$ cat config.mk
export PLATFORM = sky130hd
export DESIGN_NAME = tlcrt_cell
export DESIGN_NICKNAME = d
export VERILOG_FILES = /design/src/rtl/tlcrt_pkg.sv /design/src/rtl/tlcrt_cell.sv
export SDC_FILE = /design/constraint.sdc
export NUM_CORES = 1
export LEC_CHECK = 0
export BUFFER_PORTS_ARGS = -buffer_cell sky130_fd_sc_hd__clkbuf_2
export CAP_MARGIN = 30
export CELL_PAD_IN_SITES_DETAIL_PLACEMENT = 0
export CELL_PAD_IN_SITES_GLOBAL_PLACEMENT = 1
export CORE_ASPECT_RATIO = 0.8
export CORE_MARGIN = 5
export CORE_UTILIZATION = 50
export DETAILED_ROUTE_END_ITERATION = 16
export GPL_ROUTABILITY_DRIVEN = 1
export HOLD_SLACK_MARGIN = 0.03
export PLACE_DENSITY = 0.83
export SYNTH_ARGS = -nofsm -noshare
export SYNTH_HDL_FRONTEND = slang
export SYNTH_SLANG_ARGS = --single-unit
$ cat constraint.sdc
create_clock -name clk -period 16.22 [get_ports clk]
set_clock_uncertainty 0.2 [all_clocks]
set_input_delay 4.866 -clock clk [delete_from_list [all_inputs] [get_ports clk]]
set_output_delay 4.866 -clock clk [all_outputs]
set_load 0.05 [all_outputs]
$ cat src/rtl/tlcrt_pkg.sv
// Shared types and constants for the two-level child route table.
// Used by tlcrt_cell and two_level_child_route_table; no dependencies.
package tlcrt_pkg;

	localparam int ID_W  = 8;
	localparam int CNT_W = 9;
	localparam int TOT_W = 17;

	localparam logic [1:0] OP_LOOKUP  = 2'd0;
	localparam logic [1:0] OP_MISSING = 2'd1;
	localparam logic [1:0] OP_AVAIL   = 2'd2;

	localparam logic [ID_W-1:0] NO_ROUTE = 8'd255;

	// Command token walking down the chain of child cells.
	typedef struct packed {
		logic             vld;
		logic [1:0]       op;
		logic [ID_W-1:0]  teller;
		logic [ID_W-1:0]  subject;
		logic             ok;        // subject id inside the table
		logic             self_hit;  // subject is itself a child
		logic             found;     // some lower child holds subject
		logic [ID_W-1:0]  grand;     // that child
		logic             removed;
		logic             inc;       // total += amt
		logic             dec;       // total -= amt
		logic [CNT_W-1:0] amt;
	} tok_t;

endpackage

$ cat src/rtl/tlcrt_cell.sv
// One child row: present flag, grandchild bitmap and its population count.
// Processes the token passing by and registers it for the next cell.
// Depends on tlcrt_pkg.
module tlcrt_cell #(
	parameter int NODE_COUNT = 256,
	parameter int ID         = 0
) (
	input  logic            clk,
	input  logic            arst_n,
	input  tlcrt_pkg::tok_t tok_i,
	output tlcrt_pkg::tok_t tok_s1
);
	localparam int IDX_W = (NODE_COUNT > 1) ? $clog2(NODE_COUNT) : 1;
	localparam int CW    = tlcrt_pkg::CNT_W;
	localparam int IW    = tlcrt_pkg::ID_W;
	localparam logic [IW-1:0] MY_ID = IW'(ID);

	logic                  present_q;
	logic [NODE_COUNT-1:0] row_q;
	logic [CW-1:0]         cnt_q;

	logic                  pres_n;
	logic [NODE_COUNT-1:0] row_n;
	logic [CW-1:0]         cnt_n;
	tlcrt_pkg::tok_t       tok_n;

	logic [IDX_W-1:0]      idx;
	logic [NODE_COUNT-1:0] bit_m;
	logic                  member;
	logic                  is_teller;
	logic                  self_ref;

	assign idx       = tok_i.subject[IDX_W-1:0];
	assign bit_m     = {{(NODE_COUNT-1){1'b0}}, 1'b1} << idx;
	assign member    = present_q && tok_i.ok && row_q[idx];
	assign is_teller = tok_i.vld && tok_i.ok && (tok_i.teller == MY_ID);
	assign self_ref  = (tok_i.teller == tok_i.subject);

	always_comb begin
		tok_n  = tok_i;
		pres_n = present_q;
		row_n  = row_q;
		cnt_n  = cnt_q;
		unique case (tok_i.op)
			tlcrt_pkg::OP_LOOKUP: begin
				if (tok_i.vld && tok_i.ok && tok_i.subject == MY_ID && present_q)
					tok_n.self_hit = 1'b1;
				if (tok_i.vld && member && !tok_i.found) begin
					tok_n.found = 1'b1;
					tok_n.grand = MY_ID;
				end
			end
			tlcrt_pkg::OP_MISSING: begin
				if (is_teller && present_q) begin
					if (self_ref) begin
						pres_n        = 1'b0;
						tok_n.removed = 1'b1;
						tok_n.dec     = 1'b1;
						tok_n.amt     = cnt_q;
					end else if (member) begin
						row_n         = row_q & ~bit_m;
						cnt_n         = cnt_q - CW'(1);
						tok_n.removed = 1'b1;
						tok_n.dec     = 1'b1;
						tok_n.amt     = CW'(1);
					end
				end
			end
			tlcrt_pkg::OP_AVAIL: begin
				if (is_teller) begin
					if (!present_q) begin
						// new child starts with an empty set, or holding the subject if not self
						pres_n    = 1'b1;
						row_n     = self_ref ? '0 : bit_m;
						cnt_n     = self_ref ? '0 : CW'(1);
						tok_n.inc = !self_ref;
						tok_n.amt = CW'(1);
					end else if (!self_ref && !row_q[idx]) begin
						row_n     = row_q | bit_m;
						cnt_n     = cnt_q + CW'(1);
						tok_n.inc = 1'b1;
						tok_n.amt = CW'(1);
					end
				end
			end
			default: begin
			end
		endcase
	end

	always_ff @(posedge clk or negedge arst_n) begin
		if (!arst_n) begin
			present_q <= 1'b0;
			tok_s1    <= '0;
		end else begin
			present_q <= pres_n;
			tok_s1    <= tok_n;
		end
	end

	// row and count are meaningful only while present
	always_ff @(posedge clk) begin
		row_q <= row_n;
		cnt_q <= cnt_n;
	end

endmodule

### After elaboration in Yosys (flattened, before gate mapping)

Index checks and enable logic that the tools add are counted.

| storage, ports and cells | value |
|---|---|
| word-level logic and storage cells | 91 |
| memories | 0 |
| register bits after elaboration | 308 |
| bits in read-only memories | 0 |
| bits in writable memories | 0 |
| output and inout bits | 42 |
| bits in latches | 0 |

| operators by class | value |
|---|---|
| bitwise operators | 3 |
| $mul | 0 |
| magnitude comparators | 1 |
| div/mod/pow operators | 0 |
| equal/unequal tests | 9 |
| reductions and logical operators | 19 |
| shift-type cells | 1 |
| muxes and demuxes | 41 |
| add/subtract/negate cells | 2 |

Operators by type and width:

| operator | count |
|---|---|
| two-way mux 256 bit | 7 |
| one-hot mux 256 bit (2 select lines) | 1 |
| bitwise AND 256 bit | 1 |
| inverter 256 bit | 1 |
| bitwise OR 256 bit | 1 |
| << shifter 1 x 8 -> 256 bit, first input constant | 1 |
| two-way mux 9 bit | 10 |
| two-way mux 10 bit | 4 |
| one-hot mux 9 bit (2 select lines) | 2 |
| logical NOT 8 bit | 2 |
| two-way mux 1 bit | 15 |
| logical AND 1 bit | 10 |
| != test 2 bit, second input constant | 5 |
| adder 9 x 1 -> 9 bit, second input constant | 1 |
| less-than comparator 8 x 9 -> 1 bit, second input constant | 1 |
| subtractor 9 x 1 -> 9 bit, second input constant | 1 |
| binary-select mux 1 bit (select 8 bit) | 1 |
| == test 8 bit | 1 |
| AND reduction 6 bit | 1 |
| AND reduction 4 bit | 1 |
| logical NOT 1 bit | 3 |
| != test 3 bit, second input constant | 1 |
| == test 2 x 1 -> 1 bit, second input constant | 1 |
| == test 2 bit, second input constant | 1 |
| 3 further kinds | 3 |

### Depth between registers and ports, before layout

Gate-level depths: netlist of the first run.

| depth | value |
|---|---|
| depth after elaboration | 8 |
| gate-level depth with buffers | 13 |

### Least setup slack after synthesis of the first run

OpenSTA, ideal clock, no wires.

| timing path | value |
|---|---|
| kind | input-to-reg |
| from | input tok_i[24] (netlist bit) |
| to | register cnt_q[0] (enable) |
| buffers on the path | 3 |
| slack | -2495 ps |
| library setup time | 895 ps |
| data required time | 15125 ps |
| stages | 10 |
| arrival | 17619 ps |
| path through | buf_6 > buf_12 > buf_12 > mux4_1 > mux2_2 > o211ai_2 > o211ai_2 > o21ai_0 > a21oi_1 > nor2_1 |

| on the way | value |
|---|---|
| cells in the longest elaborated chain, start to end | 6 |
| elaborated cells on any way between the ends | 11 |

Ends and longest elaborated chain:

| element | line | RTL |
|---|---|---|
| start, declared | tlcrt_cell.sv:10 | `input tlcrt_pkg::tok_t tok_i,` |
| binary-select mux 1 bit (select 8 bit) | tlcrt_cell.sv:35, tlcrt_cell.sv:78 |  |
| two-way mux 1 bit (implied by the code) | tlcrt_cell.sv:35, tlcrt_cell.sv:78 |  |
| logical NOT 1 bit | tlcrt_cell.sv:78 | `end else if (!self_ref && !row_q[idx]) begin` |
| logical AND 1 bit | tlcrt_cell.sv:78 |  |
| != test 3 bit (no line) | n/a |  |
| AND reduction 6 bit (no line) (*) | n/a |  |
| end signal, assigned | tlcrt_cell.sv:104 | `cnt_q <= cnt_n;` |
| end, declared | tlcrt_cell.sv:20 | `logic [CW-1:0] cnt_q;` |

Every way passes the cells marked *; elsewhere a longest branch is shown, timed or not. The select of a mux whose other input is x is not followed.
A chain may end at the register's enable or synchronous reset.

### Worst setup path after layout of the first run

| timing path | value |
|---|---|
| from | input tok_i[24] (netlist bit) |
| to | register row_q[20] (enable) |

| on the way | value |
|---|---|
| cells in the longest elaborated chain, start to end | 6 |
| elaborated cells on any way between the ends | 11 |

Ends and longest elaborated chain:

| element | line | RTL |
|---|---|---|
| binary-select mux 1 bit (select 8 bit) | tlcrt_cell.sv:35, tlcrt_cell.sv:78 |  |
| two-way mux 1 bit (implied by the code) | tlcrt_cell.sv:35, tlcrt_cell.sv:78 |  |
| logical NOT 1 bit | tlcrt_cell.sv:78 |  |
| logical AND 1 bit | tlcrt_cell.sv:78 |  |
| != test 3 bit (no line) | n/a |  |
| AND reduction 6 bit (no line) (*) | n/a |  |
| end signal, assigned | tlcrt_cell.sv:103 | `row_q <= row_n;` |
| end, declared | tlcrt_cell.sv:19 | `logic [NODE_COUNT-1:0] row_q;` |

Marked as above.

==> flow_metrics.tcl, run 1 <==
set metrics [dict create \
    status "finished clean" \
    antenna_cells 0 \
    layout-drive-gt1-share 0.144 \
    routed_via_density 7.29 \
    r2r_end "row_q[20]" \
    cts_buffers 34 \
    post-route-min-period_ns 10.51 \
    worstHoldStart "cnt_q[8]" \
    wl_met2_um 27200 \
    grt-ovfl-total 0 \
    power_density_nw_per_um2 96.6 \
    worstHoldPathCells 1 \
    fmax_mhz 95.2 \
    avgSynthCellArea_sq_um 10.4 \
    fp-row-count 62 \
    num_vias 16500 \
    async_flop_share 0.140 \
    clock_sinks 308 \
    synth.top_cells.by_area "edfxtp_1, a22oi_1, o22ai_1" \
    routed_wl_um 63600 \
    portBuffers 85 \
    synth_cell_types 59 \
    drc 0 \
    grt_max_degree 235 \
    syn_inst 1769 \
    cap_violations 0 \
    ctsRootBufferMaster "clkbuf_16" \
    slew_headroom 0.179 \
    die_h_um 181 \
    die_w_um 224 \
    ys_warn_count 0 \
    floorplan.initialDensity 0.509 \
    endpoint "row_q[20]" \
    dieArea_sq_um 40600 \
    netlist_area_sq_um 18300 \
    drtIter0Drc 2576 \
    yosys.area.top_type "edfxtp_1" \
    dp_hpwl_um 39600 \
    grt_pass1_wl_um 95000 \
    cts_resized 0 \
    cp-startpoint "tok_i[24]" \
    period_share 0.648 \
    hold_class "reg2reg" \
    wl_met3_um 9840 \
    ys_seq_area_frac 0.492 \
    core_sq_um 36100 \
    rsz0062_at_grt "false" \
    postCtsHoldBufs 0 \
    mostFrequentLayoutCell "nand2_1" \
    fin_nets 1810 \
    cp-end-kind "flop" \
    peakVddDrop_uv 73.5 \
    critPathLaunchType "input pin" \
    worstSetupPathType "in2reg" \
    synth_top_area_frac 0.434 \
    first_pass_iters 6 \
    synthFlopType "edfxtp_1" \
    highest_layer "met4" \
    finalSetupViolCount 0 \
    grt.total_usage 0.297 \
    post_cts_buffers 0 \
    post-route-util 0.558 \
    layout_common_cells "nand2_1, o22ai_1, edfxtp_1" \
    tightestPinTransition_ns 1.23 \
    hold_viol_final 0 \
    boundaryPins 86 \
    cts_tree "done" \
    synth_edf_count 265 \
    cp.required_ns 16.18 \
    r2r_slack_ns 10.87 \
    clock_latency_ns 0.54 \
    wl_per_cell_um 28.1 \
    clkTransAtPathRegs_ns 0.06 \
    cp_data_arrival_time_ns 10.47 \
    reg2reg_from "row_q[241]" \
    clockBufferDepth 3 \
    place_congestion 0.929 \
    antenna_found_initial 0 \
    antenna_left 0 \
    p_leak_nw 6.80 \
    reg2reg_depth 10 \
    wl_met1_um 24800 \
    syn_to_final_growth_pct 9.73 \
    grt_pass1_vias 15000 \
    ys_ff_latch 308 \
    report.final.slew_viol_count 0 \
    path_max_fanout 187 \
    tns_ns 0 \
    cts_max_level 2 \
    syn-num-nets 1818 \
]
==> power by group <==
group          switching, mW  leakage, nW  internal, mW
logic                  0.163         3.28        0.0751
registers             0.0192         2.98         0.898
clock network          0.327        0.536         0.462
==> per-layer routing <==
layer  global-route usage  vias to the layer above
met2                0.429                     1435
met3               0.0847                      145
met5                    0                        -
met1                0.441                     7956
li1                     -                     6965
met4               0.0828                        0
==> Yosys cell counts (all sizes together), types with 18 or more instances <==
library cell / count
clkbuf: 124
dfrtp: 43
edfxtp: 265
o22ai: 274
nand2: 294
buf: 55
a22oi: 239
mux2i: 20
and2: 18
o21a: 22
mux4: 57
nand3: 56
a21oi: 31
nor2: 99
==> worst min-delay path by stage <==
| stage | endpoint | slack (ns) |
|---|---|---|
| 6_report | tok_s1[8] | 0.44 |
| 3_5_place_dp | tok_s1[8] | 0.41 |
| 2_1_floorplan | tok_s1[8] | 0.34 |
| 5_1_grt | tok_s1[8] | 0.45 |
| 4_1_cts | tok_s1[8] | 0.42 |
| 3_3_place_gp | tok_s1[8] | 0.37 |
==> cell families (layout without fill, tap and decap cells) <==
family | count (synthesis) | after routing | share of synthesized area
adder cells (fa/ha/maj) | 5 | 5 | 0.00341
multiplexers | 84 | 84 | 0.0879
flip-flops | 308 | 308 | 0.492
AO/OA/AOI/OAI | 612 | 612 | 0.230
buffers and inverters | 192 | 208 | 0.0471
AND/OR/NAND/NOR | 548 | 548 | 0.130
XOR/XNOR | 20 | 20 | 0.00955
==> area by class of cell <==
type	count	area, sq um
fillers	3148	15900
flip-flops and latches	308	9030
multi-input cells	1269	8470
clock buffers	50	1000
repair buffers	135	866
well taps	480	601
clock inverters	10	101
inverters	13	48.8
==> through the flow <==
stage / hold WS (ns) / power [mW] / area, sq um / std cells / setup slack [ns]
finish: 0.435 / 1.94 / 20100 / 2265 / 5.71
global placement: 0.374 / 1.16 / 18900 / 2195 / 5.39
CTS: 0.425 / 1.94 / 20100 / 2262 / 5.81
floorplan: 0.344 / 1.09 / 18300 / 1769 / 1.99
global route: 0.451 / 2.00 / 20100 / 2265 / 5.41
detailed placement: 0.412 / 1.16 / 19000 / 2202 / 5.24
==> registers in the layout (all words and copies together) (netlist names) <==
name,count
row_q,256
cnt_q,9
tok_s1,42
present_q,1
==> worst max-delay path, stage by stage <==
cell and delay (ns):
buf_4 0.38, buf_4 0.67, and2_1 0.72, a22oi_1 0.16
a31oi_1 0.21, a31o_2 0.23, nand4_1 0.31, o21ai_0 0.35
a21oi_1 0.15, nor2_4 0.66, buf_12 0.68, buf_4 0.70
Note: power is estimated with default switching activity, not from simulation.
==> run 2, diff against run 1 <==
==> constraint.sdc (replaced) <==
create_clock -name clk -period 9.86 [get_ports clk]
set_clock_uncertainty 0.2 [all_clocks]
set_input_delay 2.958 -clock clk [delete_from_list [all_inputs] [get_ports clk]]
set_output_delay 2.958 -clock clk [all_outputs]
set_load 0.05 [all_outputs]
==> run 2 against run 1 <==
Register-to-register slack got worse by 5.5 ns; wire length up 0.40%; utilization is 0.29 points higher; global-route usage is 0.32 points higher; flip-flop and latch count unchanged; cell area grew 0.52%; total power increased by 66%; highest routed layer unchanged; first-iteration DRC count rose by 13%; combinational power increased by 66%; non-clock buffer count grew 5; critical path depth down 2.
==> flow_metrics.tcl, run 2 (synthesis gave the netlist of run 1 again) <==
set metrics [dict create \
    dieArea_sq_um 40600 \
    portBuffers 85 \
    post_cts_buffers 0 \
    ctsRootBufferMaster "clkbuf_16" \
    num_vias 16600 \
    crit_buf_inv 3 \
    crit_slowest_cell "nor2_4" \
    cap_violations 0 \
    layout-drive-gt1-share 0.150 \
    r2r_slack_ns 5.34 \
    endpoint "row_q[212]" \
    power_density_nw_per_um2 160 \
    cts_max_level 2 \
    clockBufferDepth 3 \
    hold_class "reg2reg" \
    worstHoldStart "cnt_q[8]" \
    fillers 3060 \
    die_w_um 224 \
    first_pass_iters 7 \
    path_max_fanout 79 \
    floorplan.initialDensity 0.509 \
    layoutNonFillerInstCount 2271 \
    largest_register_ffs 256 \
    path_depth 10 \
    clkPwrFrac 0.410 \
    die_h_um 181 \
    status "finished clean" \
    dpl_cell_area_sq_um 19100 \
    peakVddDrop_uv 123 \
    post-route-min-period_ns 7.48 \
    fin_nets 1815 \
    clock_sinks 308 \
    boundaryPins 86 \
    routed_wl_um 63900 \
    reg2reg_from "row_q[97]" \
    pwr-share-seq 0.468 \
    cts_tree "done" \
    layout_common_cells "nand2_1, o22ai_1, edfxtp_1" \
    stdcell_area_sq_um 20200 \
    report.final.slew_viol_count 0 \
    holdWs_ns 0.416 \
    cts_resized 0 \
    dp_hpwl_um 41400 \
    cp.required_ns 9.85 \
    placed_cells 2209 \
    p_switching_mw 0.850 \
    grt_pass1_wl_um 96100 \
    critical-path-top-delay-family "buffers and inverters" \
    finalSetupViolCount 0 \
    tns_ns 0 \
    grt_pass1_vias 15200 \
    pwr-share-comb 0.122 \
    p_int_mw 2.38 \
    slew_headroom 0.167 \
    cp-end-kind "flop" \
    antenna_left 0 \
    period_share 0.759 \
    clock_latency_ns 0.54 \
    mostFrequentLayoutCell "nand2_1" \
    worstHoldPathCells 1 \
    clkTransAtPathRegs_ns 0.06 \
    routed_via_density 7.30 \
    place_congestion 0.933 \
    cp_cell_sequence "clkbuf_2 -> clkinv_1 -> mux2i_1 -> a2111oi_0 -> a22oi_1 -> nand4_1 -> o211ai_2 -> a2bb2oi_1 -> nor2_4 -> buf_12" \
    antenna_cells 0 \
    cts_buffers 34 \
    fmax_mhz 134 \
    grt-ovfl-total 0 \
    core_sq_um 36100 \
    drtIter0Drc 2923 \
    worstSetupPathType "in2reg" \
    wl_per_cell_um 28.1 \
    critPathLaunchType "input pin" \
    switching_share 0.263 \
    grt_max_degree 237 \
    r2r_end "row_q[212]" \
    grt.total_usage 0.301 \
    rsz0062_at_grt "false" \
    antenna_found_initial 0 \
    reg2reg_depth 9 \
    drc 0 \
    fp-row-count 62 \
    hold_viol_final 0 \
    largestRegisters "row_q: 256 flops, tok_s1: 42 flops, cnt_q: 9 flops" \
    cp-startpoint "tok_i[27]" \
    tightestPinTransition_ns 1.25 \
    total_power_mw 3.23 \
    syn_to_final_growth_pct 10.3 \
    cp_data_arrival_time_ns 7.47 \
    p_leak_nw 6.85 \
    largest-register "row_q" \
    max_stage_delay_ns 0.81 \
    postCtsHoldBufs 0 \
]
==> run 2: cell types whose count changed in the layout (fill, tap and decap cells not counted), sizes merged <==
cell      change
bufinv        +1
clkinvlp      +1
clkinv        +7
clkbuf        -8
buf           +5
==> run 2: stage by stage <==
step                setup slack [ns]   util
floorplan                      0.530      -
global placement                1.98  0.525
detailed placement              1.86  0.529
CTS                             2.42  0.560
global route                    2.30  0.561
finish                          2.38  0.561
==> run 2: power groups by stage <==
stage / logic, mW / clock network [mW] / registers (mW)
global placement: 0.372 / 0 / 1.54
CTS: 0.384 / 1.33 / 1.51
detailed placement: 0.383 / 0 / 1.53
global route: 0.414 / 1.39 / 1.51
finish: 0.394 / 1.32 / 1.51
floorplan: 0.235 / 0 / 1.56
==> run 2: cell type report <==
cell class,count,area [sq um],share of cell area
clock buffer,42,966,0.0477
inverter,13,48.8,0.00241
sequential,308,9030,0.446
timing repair buffer,140,937,0.0463
clock inverter,19,171,0.00847
multi-input combinational,1269,8480,0.419
tap,480,601,0.0297
==> run 2: worst min-delay path by stage <==
| stage | end |
|---|---|
| 2_1_floorplan | tok_s1[8] |
| 3_3_place_gp | tok_s1[8] |
| 3_5_place_dp | tok_s1[8] |
| 4_1_cts | tok_s1[8] |
| 5_1_grt | tok_s1[8] |
| 6_report | tok_s1[8] |
==> run 2: layer usage <==
metal / global-route usage / part of all wire
met1: 0.450 / 0.39
met2: 0.427 / 0.41
met5: 0 / 0
met4: 0.0872 / 0.029
met3: 0.0844 / 0.16
==> run 2: worst register-to-register path, stage by stage (launching register included) <==
cell and delay [ns]:
edfxtp_1 0.42, mux4_1 0.53, mux2i_1 0.28, a2111oi_0 0.24, a22oi_1 0.30, nand4_1 0.38, o21ai_0 0.34, a21oi_1 0.14
nor2_4 0.78, buf_12 0.47
